<file path="config.mk">
export PLATFORM = sky130hd
export DESIGN_NAME = calendar_date_add_days
export DESIGN_NICKNAME = d
export VERILOG_FILES = /design/src/sv/cda_pkg.sv /design/src/sv/cda_datapath.sv /design/src/sv/cda_ctrl.sv /design/src/sv/calendar_date_add_days.sv
export SDC_FILE = /design/constraint.sdc
export NUM_CORES = 1
export LEC_CHECK = 0
export BUFFER_PORTS_ARGS = -buffer_cell sky130_fd_sc_hd__buf_2
export CAP_MARGIN = 20
export CORE_AREA = 5 5 122 124
export CTS_CLUSTER_DIAMETER = 60
export DETAILED_ROUTE_END_ITERATION = 7
export DIE_AREA = 0 0 127 129
export PLACE_DENSITY = 0.81
export SLEW_MARGIN = 20
export SYNTH_ARGS = -nofsm -noshare
export SYNTH_HDL_FRONTEND = slang
export SYNTH_SLANG_ARGS = --single-unit
</file>
<file path="constraint.sdc">
create_clock -name clk -period 10.8 [get_ports clk]
set_clock_uncertainty 0.1 [all_clocks]
set_input_delay 1.08 -clock clk [delete_from_list [all_inputs] [get_ports clk]]
set_output_delay 1.08 -clock clk [all_outputs]
set_load 0.005 [all_outputs]
</file>
<file path="src/sv/cda_pkg.sv">
// Shared types, constants and month-length lookup for the date adder.
package cda_pkg;

  localparam int YEAR_W   = 14;
  localparam int MONTH_W  = 4;
  localparam int DAY_W    = 5;
  localparam int COUNT_W  = 16;
  localparam int CENT_W   = 8;
  localparam int YY_W     = 7;
  localparam int DIV100_W = 13;
  localparam int PROD_W   = YEAR_W + DIV100_W;
  localparam int DIV100_SHIFT = 19;

  localparam logic [YEAR_W-1:0]   MAX_YEAR    = 14'd9999;
  localparam logic [MONTH_W-1:0]  JAN         = 4'd1;
  localparam logic [MONTH_W-1:0]  FEB         = 4'd2;
  localparam logic [MONTH_W-1:0]  DEC         = 4'd12;
  localparam logic [DAY_W-1:0]    FIRST_DAY   = 5'd1;
  localparam logic [DAY_W-1:0]    LAST_DEC    = 5'd31;
  localparam logic [YY_W-1:0]     LAST_YY     = 7'd99;
  localparam logic [DIV100_W-1:0] DIV100_MUL  = 13'd5243;

  typedef struct packed {
    logic load;
    logic split;
    logic rem;
    logic clamp;
    logic step;
    logic emit;
  } cda_cmd_t;

  typedef struct packed {
    logic walk_done;
    logic out_busy;
  } cda_status_t;

  function automatic logic [DAY_W-1:0] month_len(input logic [MONTH_W-1:0] m,
                                                 input logic leap);
    logic [DAY_W-1:0] len;
    case (m) inside
      FEB:                       len = leap ? 5'd29 : 5'd28;
      4'd4, 4'd6, 4'd9, 4'd11:   len = 5'd30;
      default:                   len = 5'd31;
    endcase
    return len;
  endfunction

endpackage

</file>
<file path="src/sv/cda_datapath.sv">
// Date adder datapath: year split, day clamp, month walk and result register.
module cda_datapath #(
  parameter int CNT_W = 16
) (
  input  logic                            clk,
  input  logic                            rst,
  input  cda_pkg::cda_cmd_t               cmd,
  output cda_pkg::cda_status_t            status,
  input  logic [cda_pkg::YEAR_W-1:0]      in_year,
  input  logic [cda_pkg::MONTH_W-1:0]     in_month,
  input  logic [cda_pkg::DAY_W-1:0]       in_day,
  input  logic [cda_pkg::COUNT_W-1:0]     in_count,
  input  logic                            out_ready,
  output logic                            out_valid,
  output logic [cda_pkg::YEAR_W-1:0]      out_year,
  output logic [cda_pkg::MONTH_W-1:0]     out_month,
  output logic [cda_pkg::DAY_W-1:0]       out_day,
  output logic                            out_ovf
);

  logic [cda_pkg::YEAR_W-1:0]   year;
  logic [cda_pkg::MONTH_W-1:0]  month;
  logic [cda_pkg::DAY_W-1:0]    day;
  logic [CNT_W-1:0]             left;
  logic [cda_pkg::CENT_W-1:0]   cent;
  logic [cda_pkg::YY_W-1:0]     yy;
  logic                         ovf;

  logic [cda_pkg::PROD_W-1:0]   prod;
  logic [cda_pkg::YEAR_W-1:0]   cent100;
  logic [cda_pkg::YEAR_W-1:0]   yy_full;
  logic                         leap;
  logic [cda_pkg::DAY_W-1:0]    dim;
  logic [cda_pkg::DAY_W-1:0]    room;
  logic [CNT_W-1:0]             room_ext;
  logic [cda_pkg::MONTH_W-1:0]  month_in_clamped;

  function automatic logic [cda_pkg::PROD_W-1:0] in_year_mul(
      input logic [cda_pkg::YEAR_W-1:0] y);
    return cda_pkg::PROD_W'(y) * cda_pkg::PROD_W'(cda_pkg::DIV100_MUL);
  endfunction

  assign prod    = cda_pkg::PROD_W'(in_year_mul(year));
  assign cent100 = cda_pkg::YEAR_W'({cent, 6'b0}) + cda_pkg::YEAR_W'({cent, 5'b0})
                 + cda_pkg::YEAR_W'({cent, 2'b0});
  assign yy_full = year - cent100;
  assign leap    = (year[1:0] == 2'b00) && ((yy != '0) || (cent[1:0] == 2'b00));
  assign dim     = cda_pkg::month_len(month, leap);
  assign room    = dim - day;
  assign room_ext = CNT_W'(room);

  assign status.walk_done = ovf || (left == '0);
  assign status.out_busy  = out_valid && !out_ready;

  always_comb begin
    if (in_month == '0) begin
      month_in_clamped = cda_pkg::JAN;
    end else if (in_month > cda_pkg::DEC) begin
      month_in_clamped = cda_pkg::DEC;
    end else begin
      month_in_clamped = in_month;
    end
  end

  always_ff @(posedge clk) begin
    if (cmd.load) begin
      year  <= in_year;
      month <= month_in_clamped;
      day   <= (in_day == '0) ? cda_pkg::FIRST_DAY : in_day;
      left  <= in_count[CNT_W-1:0];
      ovf   <= 1'b0;
    end
    if (cmd.split) begin
      cent <= prod[cda_pkg::DIV100_SHIFT +: cda_pkg::CENT_W];
    end
    if (cmd.rem) begin
      yy  <= yy_full[cda_pkg::YY_W-1:0];
      ovf <= year > cda_pkg::MAX_YEAR;
    end
    if (cmd.clamp) begin
      if (day > dim) begin
        day <= dim;
      end
    end
    if (cmd.step) begin
      if (left <= room_ext) begin
        day  <= day + left[cda_pkg::DAY_W-1:0];
        left <= '0;
      end else begin
        left <= left - room_ext - CNT_W'(1);
        day  <= cda_pkg::FIRST_DAY;
        if (month == cda_pkg::DEC) begin
          month <= cda_pkg::JAN;
          if (year == cda_pkg::MAX_YEAR) begin
            ovf <= 1'b1;
          end else begin
            year <= year + cda_pkg::YEAR_W'(1);
            if (yy == cda_pkg::LAST_YY) begin
              yy   <= '0;
              cent <= cent + cda_pkg::CENT_W'(1);
            end else begin
              yy <= yy + cda_pkg::YY_W'(1);
            end
          end
        end else begin
          month <= month + cda_pkg::MONTH_W'(1);
        end
      end
    end
    if (cmd.emit) begin
      out_year  <= ovf ? cda_pkg::MAX_YEAR : year;
      out_month <= ovf ? cda_pkg::DEC : month;
      out_day   <= ovf ? cda_pkg::LAST_DEC : day;
      out_ovf   <= ovf;
    end
  end

  always_ff @(posedge clk) begin
    if (rst) begin
      out_valid <= 1'b0;
    end else if (cmd.emit) begin
      out_valid <= 1'b1;
    end else if (out_ready) begin
      out_valid <= 1'b0;
    end
  end

  a_emit_sets_valid: assert property (@(posedge clk) disable iff (rst)
    cmd.emit |=> out_valid)
    else $error("result register not marked valid after emit");

  a_no_overwrite: assert property (@(posedge clk) disable iff (rst)
    cmd.emit |-> !(out_valid && !out_ready))
    else $error("pending result overwritten");

  a_sat_value: assert property (@(posedge clk) disable iff (rst)
    (out_valid && out_ovf) |-> (out_year == cda_pkg::MAX_YEAR &&
                                out_month == cda_pkg::DEC &&
                                out_day == cda_pkg::LAST_DEC))
    else $error("overflow result not saturated");

  a_month_range: assert property (@(posedge clk) disable iff (rst)
    out_valid |-> (out_month >= cda_pkg::JAN && out_month <= cda_pkg::DEC))
    else $error("result month out of range");

endmodule

</file>
<file path="src/sv/cda_ctrl.sv">
// Date adder controller: sequences load, year split, clamp, month walk and emit.
module cda_ctrl (
  input  logic                  clk,
  input  logic                  rst,
  input  logic                  in_valid,
  output logic                  in_ready,
  input  cda_pkg::cda_status_t  status,
  output cda_pkg::cda_cmd_t     cmd
);

  typedef enum logic [2:0] {
    S_IDLE,
    S_SPLIT,
    S_REM,
    S_CLAMP,
    S_WALK,
    S_EMIT
  } state_t;

  state_t state;

  assign in_ready = (state == S_IDLE);

  always_comb begin
    cmd       = '0;
    cmd.load  = (state == S_IDLE) && in_valid;
    cmd.split = (state == S_SPLIT);
    cmd.rem   = (state == S_REM);
    cmd.clamp = (state == S_CLAMP);
    cmd.step  = (state == S_WALK) && !status.walk_done;
    cmd.emit  = (state == S_EMIT) && !status.out_busy;
  end

  always_ff @(posedge clk) begin
    if (rst) begin
      state <= S_IDLE;
    end else begin
      unique case (state)
        S_IDLE:  if (in_valid) state <= S_SPLIT;
        S_SPLIT: state <= S_REM;
        S_REM:   state <= S_CLAMP;
        S_CLAMP: state <= S_WALK;
        S_WALK:  if (status.walk_done) state <= S_EMIT;
        S_EMIT:  if (!status.out_busy) state <= S_IDLE;
        default: state <= S_IDLE;
      endcase
    end
  end

  a_accept_starts: assert property (@(posedge clk) disable iff (rst)
    (in_valid && in_ready) |=> (state == S_SPLIT))
    else $error("accepted transaction did not start processing");

  a_walk_exit: assert property (@(posedge clk) disable iff (rst)
    (state == S_WALK && status.walk_done) |=> (state == S_EMIT))
    else $error("walk did not finish into emit");

  a_one_in_flight: assert property (@(posedge clk) disable iff (rst)
    (state != S_IDLE) |-> !in_ready)
    else $error("input ready while a transaction is in flight");

endmodule

</file>
<file path="src/sv/calendar_date_add_days.sv">
// Top level of the Gregorian date adder: stream ports, controller and datapath.
// The controller runs year split, remainder, clamp, month walk and emit for each transaction;
// the walk takes one step per month crossed, plus one when the count ends inside a month.
// A new transaction is taken only after emit; emit holds while the result register is full.
// A finished result waits in the output register while the next transaction is taken.
// Reset (rst, synchronous, active high) returns the controller to idle and empties the output.
module calendar_date_add_days #(
  parameter int DAY_COUNT_BITS = 16
) (
  input  logic        clk,
  input  logic        rst,
  input  logic        s_tvalid,
  output logic        s_tready,
  input  logic [39:0] s_tdata,   // start_year[13:0], start_month[17:14], start_day[22:18],
                                 // days_to_add[38:23], zero pad[39]
  output logic        m_tvalid,
  input  logic        m_tready,
  output logic [23:0] m_tdata,   // new_year[13:0], new_month[17:14], new_day[22:18],
                                 // zero pad[23]
  output logic [0:0]  m_tuser    // year_overflow[0]
);

  localparam int CNT_W = (DAY_COUNT_BITS < cda_pkg::COUNT_W) ? DAY_COUNT_BITS
                                                             : cda_pkg::COUNT_W;

  cda_pkg::cda_cmd_t    cmd;
  cda_pkg::cda_status_t status;

  logic [cda_pkg::YEAR_W-1:0]  out_year;
  logic [cda_pkg::MONTH_W-1:0] out_month;
  logic [cda_pkg::DAY_W-1:0]   out_day;
  logic                        out_ovf;

  cda_ctrl u_ctrl (
    .clk      (clk),
    .rst      (rst),
    .in_valid (s_tvalid),
    .in_ready (s_tready),
    .status   (status),
    .cmd      (cmd)
  );

  cda_datapath #(
    .CNT_W (CNT_W)
  ) u_datapath (
    .clk       (clk),
    .rst       (rst),
    .cmd       (cmd),
    .status    (status),
    .in_year   (s_tdata[13:0]),
    .in_month  (s_tdata[17:14]),
    .in_day    (s_tdata[22:18]),
    .in_count  (s_tdata[38:23]),
    .out_ready (m_tready),
    .out_valid (m_tvalid),
    .out_year  (out_year),
    .out_month (out_month),
    .out_day   (out_day),
    .out_ovf   (out_ovf)
  );

  assign m_tdata = {1'b0, out_day, out_month, out_year};
  assign m_tuser = out_ovf;

endmodule

</file>
==> metrics, run 1 <==
Netlist Area Pre-Place=8237 um^2; sequential share of the synthesized area=24.31%; DRC=0; Die Height=roughly 130 um; synthesized flop and latch total=80; Die W=around 130 um; first-pass GRT wire length=~31000 um; max-slew violations=0; Post-CTS Resized=0; CTS Buf Count=9; worst endpoint data arrival time=around 5.7 ns; port bufs=between 60 and 70; Clk pin slew, worst setup/hold paths=about 0.070 ns; hold path depth=2; Post-Syn Nets=~1100; clk buf depth=2; Post-Route WL=roughly 19000 um; Max Used Layer=met4; Tmin final=around 5.6 ns; post-synthesis mux area share=under 10%; filler instances=1060; synth cell count leaders=inv_1, ha_1, fa_1, nand2_1, nor2_1; clock sinks=80; Synth Area in Compound Gates=around 13%; CP Capture Type=flip-flop; adder-cell area share of the yosys netlist=a little over a third; count leader, synth=inv_1; I/O pins=71; xor/xnor share of the synthesized area=approximately 3.6%; Pre-antenna DRT Iters=5; drt wl/cell=between 15 and 20 um; Final Cycle Share=just over 50%; ranking of synthesized cells by area=ha_1, fa_1, edfxtp_1, dfxtp_1, inv_1; remaining antenna violation count after routing=0; Async SR Flop Fraction=0%; worst hold path class=flip-flop to flip-flop; Critical Path Fanout Max=10; CP Launch Type=flip-flop; Slew HR=between 30% and 40%; initial core utilization=about three fifths; M1 wire length=~8200 um; Hold Vio Cnt, Final=0; DIE AREA=between 15000 and 20000 um^2; Post-DP HPWL=between 10000 and 15000 um; number of flops mapped to enable cells by yosys=40; largest family of logic cells by synthesized area=adder cells; # Max-Cap Violations=0; CP cell instances=inv_1 > fa_1 > inv_1 > ha_1 > fa_1 > fa_1 > inv_1 > fa_1 > inv_1 > ha_1 > a21oi_1 > o211ai_1 > a221oi_1 > a21oi_1 > o21ai_0 > o311ai_0; Synth top area share=between 20% and 30%; vias in the first global route=~6500; CTS tree=done; clk_lat worst skew=~0.34 ns; run status=completed; largest net degree at the start of global routing=31; Max stage delay on crit path=0.80 ns; Worst-Margin Slew=between 0.9 and 1 ns; met3 wire len=approximately 1200 um; post-CTS setup buffer count=0; most common flop cell mapped by yosys=edfxtp_1; Crit Path Class=flip-flop to flip-flop; GPL Wtd Cong=between 0.8 and 0.9; CORE AREA=between 10000 and 15000 um^2; R2R depth=16; Vias=between 6000 and 7000; layout cells sized above 1=between 10% and 20%; Syn Area/Cell=just over 9 um^2; Synth area leader=ha_1; Synth Area in Simple Gates=14.45%; initial antenna violation count=0; Setup Viol. Count Final=0; Slowest cell on crit path=a221oi_1; total track usage=between 20% and 30%; htree depth=3; synth-to-layout area growth=9.540%; warnings from Yosys=0; max frequency=179.0 MHz; antenna cells=0; num rows=43; clk root buf=clkbuf_16; Unique masters post-synth=just under 70; nets=1179; worst path required time=10.90 ns; RSZ-0062 raised after global routing=false; Setup TNS=0 ns; WL met2=slightly below 9000 um; Post-Syn Instances=880; Vias per Instance=about 5.8; total grt overflow=0; hold-fix buffers at CTS=0; initial DRC count=~510
==> critical path: cells and delay by family, from the launching register on <==
| family | cells | cell delay, ns |
|---|---|---|
| buf+inv | 4 | 0.44 |
| fa+ha+maj | 6 | 2.64 |
| flops | 1 | 0.64 |
| compound gates | 6 | 1.63 |
==> final timing paths <==
path                              start                    endpoint  slack (ns)
max          u_datapath.year[6]$_DFF_P_  u_datapath.cent[0]$_DFF_P_        5.21
min            u_datapath.yy[1]$_DFF_P_    u_datapath.yy[1]$_DFF_P_        0.43
max reg2reg  u_datapath.year[6]$_DFF_P_  u_datapath.cent[0]$_DFF_P_        5.21
min reg2reg    u_datapath.yy[1]$_DFF_P_    u_datapath.yy[1]$_DFF_P_        0.43
==> registers in the layout (all words and copies together) (netlist names) <==
register / count
u_ctrl.state: 3
u_datapath.cent: 5
u_datapath.day: 5
u_datapath.left: 16
u_datapath.month: 4
u_datapath.out_day: 5
u_datapath.out_month: 4
u_datapath.out_ovf: 1
u_datapath.out_valid: 1
u_datapath.out_year: 14
u_datapath.ovf: 1
u_datapath.year: 14
u_datapath.yy: 7
==> layout by cell type (no fill, tap or decap), types with 28 or more instances in the layout <==
cell type	instances
inv_1	144
buf_2	68
a21oi_1	35
edfxtp_1	40
nand2_1	58
ha_1	132
nor2_1	48
nor3_1	28
nand3_1	35
dfxtp_1	40
o21ai_0	28
fa_1	65
==> cells by family after synthesis <==
family	after synthesis
and+or+nand+nor	240
adders and majority gates	197
buffers and inverters	170
AOI/OAI and AO/OA	152
DFF	80
xor gates and xnor gates	32
muxes	8
other	1
==> per-stage QoR <==
| stage | setup WS (ns) | instances | area, um^2 | util (%) | hold slack (ns) |
|---|---|---|---|---|---|
| after CTS | 5.237 | 1122 | 9011 | 65.94 | 0.4340 |
| after floorplan | 5.910 | 880 | 8237 | - | 0.3793 |
| after detailed placement | 5.282 | 1106 | 8720 | 63.81 | 0.4253 |
| after global placement | 5.352 | 1106 | 8720 | 63.81 | 0.4044 |
| final | 5.213 | 1123 | 9022 | 66.02 | 0.4300 |
| after global routing | 4.914 | 1123 | 9022 | 66.02 | 0.4569 |
==> routing by layer <==
layer	vias to the layer above	global-route usage (%)
li1	3149	-
met1	3067	32.08
met2	217	37.95
met3	27	3.736
met4	0	7.192
met5	-	0
==> area by class of cell <==
class	count	area, um^2	area share, %
Tap cell	180	225.2	2.496
Sequential cell	80	2002	22.19
Clock buffer	9	225.2	2.496
Timing Repair Buffer	73	381.6	4.230
Multi-Input combinational cell	630	5582	61.86
Inverter	144	540.5	5.991
Clock inverter	7	66.31	0.7350
Power of run 1 is not shown: default switching activity piles up to over one toggle a cycle in this logic, so the estimate is an artifact.
==> run 2, diff against run 1 <==
Settings changed: CORE_AREA 5 5 122 124 to 5 5 128 130, DIE_AREA 0 0 127 129 to 0 0 133 135, PLACE_DENSITY 0.81 to 0.77.
Clock period 10.8 ns to 4.65 ns, I/O delays scaled along.
==> run 2 against run 1 <==
Sequential cell count stayed put; fmax is 21% higher; sequential share of layout area is 2.1 points lower; cell count is 7.7% higher; via count is 9.3% higher; utilization is 1.2 points higher; first-iteration DRC count is 4.1% lower; critical path type unchanged.
==> metrics, run 2 (synthesis gave the netlist of run 1 again) <==
initial antenna violation count=0 (unchanged); Pre-antenna DRT Iters=5 (unchanged); Setup Viol. Count Final=0 (unchanged); htree depth=3 (unchanged); Largest regs=u_datapath.left (16), u_datapath.out_year (14), u_datapath.year (14) (unchanged); total grt overflow=0 (unchanged); clock sinks=80 (unchanged); worst path setup slack after routing=0.01554 ns (was 5.213 ns); nets=1258 (was 1179); Slew HR=39.84% (was 39.19%); Post-DP HPWL=16240 um (was 14620 um); CP Launch Type=flip-flop (unchanged); I/O pins=71 (unchanged); final non-filler cell total=1210 (was 1123); reg2reg start=u_datapath.year[7]$_DFF_P_ (was u_datapath.year[6]$_DFF_P_); Clk pin slew, worst setup/hold paths=0.06 ns (was 0.07 ns); layout cells sized above 1=26.22% (was 12.73%); Post-Route WL=22210 um (was 18530 um); clk buf depth=2 (unchanged); GPL Wtd Cong=0.9046 (was 0.8940); largest net degree at the start of global routing=27 (was 31); # Max-Cap Violations=0 (unchanged); RR Endpoint=u_datapath.cent[3]$_DFF_P_ (was u_datapath.cent[0]$_DFF_P_); crit path launch=u_datapath.year[7]$_DFF_P_ (was u_datapath.year[6]$_DFF_P_); Hold Vio Cnt, Final=0 (unchanged); RSZ-0062 raised after global routing=true (was false); DRC=0 (unchanged); DP Worst Slack=-0.1559 ns (was 5.282 ns); CORE AREA=15030 um^2 (was 13670 um^2); num rows=45 (was 43); Reg with most FFs=u_datapath.left (unchanged); synth-to-layout area growth=22.63% (was 9.540%); initial core utilization=54.79% (was 60.27%); CTS tree=done (unchanged); max reg flops=16 (unchanged); CP Capture Type=flip-flop (unchanged); most common library cell in the layout ignoring fill and taps=inv_1 (unchanged); Die Height=135 um (was 129 um); clk_lat worst skew=0.34 ns (about the same); vias in the first global route=6773 (was 6479); Worst-Margin Slew=0.9002 ns (was 0.9100 ns); max frequency=215.8 MHz (was 179.0 MHz); worst hold path class=input port to flip-flop (was flip-flop to flip-flop); Tmin final=4.634 ns (was 5.587 ns); drt wl/cell=18.35 um (was 16.50 um); Die W=133 um (was 127 um); Critical Path Fanout Max=5 (was 10); Final Cycle Share=99.67% (was 51.73%); R2R depth=17 (was 16); Vias per Instance=5.836 (was 5.752); port bufs=68 (unchanged); total track usage=22.75% (was 23.27%); clk root buf=clkbuf_16 (unchanged); Crit Path Class=flip-flop to flip-flop (unchanged); worst path required time=4.78 ns (was 10.90 ns); antenna cells=0 (unchanged); worst endpoint data arrival time=4.76 ns (was 5.69 ns); max-slew violations=0 (unchanged); initial DRC count=493 (was 514); run status=completed (unchanged); most frequent cells in the layout=inv_1, ha_1, buf_4, buf_2, fa_1 (was inv_1, ha_1, buf_2, fa_1, nand2_1); CTS Buf Count=9 (unchanged); Worst setup endpoint=u_datapath.cent[3]$_DFF_P_ (was u_datapath.cent[0]$_DFF_P_); reg-to-reg setup timing slack=0.02 ns (was 5.21 ns); remaining antenna violation count after routing=0 (unchanged); Vias=7061 (was 6460); DP Cell Count=1183 (was 1106); first-pass GRT wire length=33020 um (was 30800 um); DIE AREA=17960 um^2 (was 16380 um^2)
==> run 2: worst min-delay path by stage <==
| stage | startpoint | to | slack, ns | cells past startpoint |
|---|---|---|---|---|
| 2_1_floorplan | u_datapath.out_valid$_SDFFE_PP0P_ | u_datapath.out_valid$_SDFFE_PP0P_ | 0.38 | 2 |
| 3_3_place_gp | u_datapath.yy[1]$_DFF_P_ | u_datapath.yy[1]$_DFF_P_ | 0.40 | 2 |
| 3_5_place_dp | u_datapath.yy[1]$_DFF_P_ | u_datapath.yy[1]$_DFF_P_ | 0.42 | 2 |
| 4_1_cts | rst | u_ctrl.state[1]$_SDFFE_PP0P_ | 0.23 | 2 |
| 5_1_grt | rst | u_ctrl.state[1]$_SDFFE_PP0P_ | 0.25 | 2 |
| 6_report | rst | u_ctrl.state[1]$_SDFFE_PP0P_ | 0.24 | 2 |
==> run 2: layer usage <==
metal	share of wire [%]	global-route usage, %	vias up
li1	-	-	3311
met1	42	31.09	3405
met2	48	36.65	293
met3	7.2	4.136	52
met4	3.5	7.621	0
met5	0	0	-
==> run 2: final cells by class <==
class	instances	area [um^2]
Clock buffer	11	252.7
Sequential cell	80	2031
Tap cell	188	235.2
Multi-Input combinational cell	630	5969
Timing Repair Buffer	152	1018
Inverter	144	540.5
Fill cell	1075	4932
Clock inverter	5	53.80
==> run 2: critical path, stage by stage, from the launching register on <==
cell	delay, ns
dfxtp_2	0.34
buf_12	0.13
fa_1	0.56
ha_2	0.17
inv_1	0.06
fa_1	0.50
inv_1	0.06
fa_1	0.53
inv_2	0.04
fa_1	0.55
inv_1	0.07
ha_4	0.16
a21oi_4	0.12
o211ai_1	0.13
a2111oi_2	0.45
o31a_1	0.17
o211ai_1	0.10
mux2_4	0.29
==> run 2: per-stage QoR <==
| stage | hold WS (ns) | cell area [um^2] | TNS (ns) | util [%] |
|---|---|---|---|---|
| detailed placement | 0.4167 | 9284 | -0.4947 | 61.76 |
| global route | 0.2481 | 10100 | -0.5463 | 67.19 |
| finish | 0.2416 | 10100 | 0 | 67.19 |
| floorplan | 0.3793 | 8248 | -0.02400 | - |
| CTS | 0.2317 | 9649 | 0 | 64.19 |
| global placement | 0.3985 | 9284 | -0.2658 | 61.76 |
==> run 2: repair_timing <==
item / in CTS / in global routing
gates resized for setup: 17 / 74
pin swaps: 9 / 52
buffers inserted: 0 / 12
cloned: 0 / 0
setup endpoints to repair: 5 / 10
hold buffers: 0 / 0
Power of run 2 is left out for the same reason.
==> run 3, diff against run 2 <==
Settings changed: RECOVER_POWER set to 100.
==> run 3 against run 2 <==
Utilization decreased by 0.37 points; worst hold slack better by 0.0022 ns; first-iteration DRC count increased by 1.6%; worst setup slack better by 0.0070 ns; count of clock-buffer cells in the layout unchanged; final area fell by 0.54%; routed wire length hardly changed; sequential share of layout area rose by 0.11 points; the flow now finishes with violations (max-capacitance violations, max-slew violations); die area unchanged; sequential cell count unchanged; via count grew 0.14%.
==> metrics, run 3 (synthesis gave the netlist of run 1 again) <==
initial DRC count=501 (was 493); failing checks=max-capacitance violations, max-slew violations; largest net degree at the start of global routing=27 (unchanged); Sequential cell area=2031 um^2 (unchanged); worst endpoint data arrival time=4.76 ns (about the same); DP Cell Count=1183 (unchanged); filler instances=1098 (was 1075); max frequency=216.1 MHz (was 215.8 MHz); layout cells sized above 1=24.36% (was 26.22%); remaining antenna violation count after routing=0 (unchanged); # Max-Cap Violations=1 (was 0); Post-DP HPWL=16240 um (unchanged); hold-fix buffers at CTS=0 (unchanged); final non-filler cell total=1210 (unchanged); Reg with most FFs=u_datapath.left (unchanged); clk_lat worst skew=0.34 ns (about the same); Pre-antenna DRT Iters=5 (unchanged); max reg flops=16 (unchanged); drt wl/cell=18.34 um (was 18.35 um); initial antenna violation count=0 (unchanged); run status=complete, but fails checks (was completed); CP cell instances=buf_12 > fa_1 > ha_2 > inv_1 > fa_1 > inv_1 > fa_1 > inv_2 > fa_1 > inv_1 > ha_4 > a21oi_4 > o211ai_1 > a2111oi_2 > o31a_1 > o211ai_1 > mux2_4 (unchanged); most frequent cells in the layout=inv_1, ha_1, buf_4, fa_1, nand2_1 (was inv_1, ha_1, buf_4, buf_2, fa_1); Setup Viol. Count Final=0 (unchanged); num rows=45 (unchanged); total track usage=22.75% (unchanged); Largest regs=u_datapath.left (16), u_datapath.out_year (14), u_datapath.year (14) (unchanged); Vias=7071 (was 7061); family with the most delay on the worst path=adder cells (unchanged); I/O pins=71 (unchanged); Max stage delay on crit path=0.56 ns (about the same); htree depth=3 (unchanged); CP Capture Type=flip-flop (unchanged); first-pass GRT wire length=33020 um (unchanged); vias in the first global route=6773 (unchanged); CP Launch Type=flip-flop (unchanged); antenna cells=0 (unchanged); synth-to-layout area growth=21.97% (was 22.63%); Critical Path Fanout Max=5 (unchanged); Crit Path Class=flip-flop to flip-flop (unchanged); WL met2=10480 um (was 10550 um); sum of buffers and inverters on the critical path=5 (unchanged); Tmin final=4.627 ns (was 4.634 ns); Post-Route WL=22200 um (was 22210 um); Hold Vio Cnt, Final=0 (unchanged); clk buf depth=2 (unchanged); crit path launch=u_datapath.year[7]$_DFF_P_ (unchanged); most common library cell in the layout ignoring fill and taps=inv_1 (unchanged); area of the multi-input gates=5942 um^2 (was 5969 um^2); Vias per Instance=5.844 (was 5.836); DIE AREA=17960 um^2 (unchanged); Worst-Margin Slew=1.853 ns (was 0.9002 ns); CTS tree=done (unchanged); Final Cycle Share=99.52% (was 99.67%); worst hold path class=input port to flip-flop (unchanged); Die W=133 um (unchanged); reg2reg start=u_datapath.year[7]$_DFF_P_ (unchanged); initial core utilization=54.79% (unchanged); nets=1258 (unchanged); HP Start=rst (unchanged); clock sinks=80 (unchanged); Die Height=135 um (unchanged); GPL Wtd Cong=0.9046 (unchanged); Max Used Layer=met4 (unchanged); Setup TNS=0 ns (unchanged); M1 wire length=9271 um (was 9274 um); met3 wire len=1591 um (was 1597 um); Clk pin slew, worst setup/hold paths=0.06 ns (about the same); CP most frequent cell=fa_1 (unchanged); port bufs=68 (unchanged); clk root buf=clkbuf_16 (unchanged); RSZ-0062 raised after global routing=true (unchanged); worst path required time=4.78 ns (about the same); Slew HR=-23.97% (was 39.84%); total grt overflow=0 (unchanged); CORE AREA=15030 um^2 (unchanged); DRC=0 (unchanged); max-slew violations=25 (was 0); CTS Buf Count=9 (unchanged); Slowest cell on crit path=fa_1 (unchanged)
## run 3: layout make-up
| type | count | area share, % |
|---|---|---|
| multi-input combinational | 630 | 59.15 |
| tap | 188 | 2.342 |
| sequential | 80 | 20.21 |
| inverter | 144 | 5.380 |
| clock buffer | 11 | 2.516 |
| clock inverter | 5 | 0.5356 |
| timing repair buffer | 152 | 9.864 |
## run 3: what timing repair did
item	4_1_cts	5_1_grt
gates resized for setup	17	74
hold endpoints to repair	0	0
endpoints found under the setup margin	5	10
setup buffers	0	12
pin swaps	9	52
## run 3: per-stage QoR
step | util (%) | hold slack [ns] | cell area, um^2 | setup WS [ns]
after floorplan | - | 0.3793 | 8248 | -0.02400
after global placement | 61.76 | 0.3985 | 9284 | -0.1385
after detailed placement | 61.76 | 0.4167 | 9284 | -0.1559
after CTS | 64.19 | 0.2317 | 9649 | 0.01673
after global routing | 66.82 | 0.2481 | 10050 | -0.1338
final | 66.82 | 0.2438 | 10050 | 0.02253
## run 3: final timing paths
check                                                    endpoint  slack (ns)  cells after the start
worst min register to register  u_datapath.out_valid$_SDFFE_PP0P_        0.44                      2
worst max-delay path                   u_datapath.cent[3]$_DFF_P_        0.02                     17
worst min-delay path                 u_ctrl.state[1]$_SDFFE_PP0P_        0.24                      2
worst max register to register         u_datapath.cent[3]$_DFF_P_        0.02                     17
## run 3: per-layer routing
layer,GRT usage (%),up-vias
met3,4.136,68
li1,-,3307
met2,36.65,293
met1,31.09,3403
met5,0,-
met4,7.621,0
## run 3: worst register-to-register path, cell delays in order (launching register included)
cell and delay, ns:
dfxtp_2 0.34, buf_12 0.13, fa_1 0.56, ha_2 0.17, inv_1 0.06, fa_1 0.50
inv_1 0.06, fa_1 0.53, inv_2 0.04, fa_1 0.55, inv_1 0.07, ha_4 0.16
a21oi_4 0.12, o211ai_1 0.13, a2111oi_2 0.44, o31a_1 0.17, o211ai_1 0.10, mux2_4 0.29
Power of run 3 is left out for the same reason.
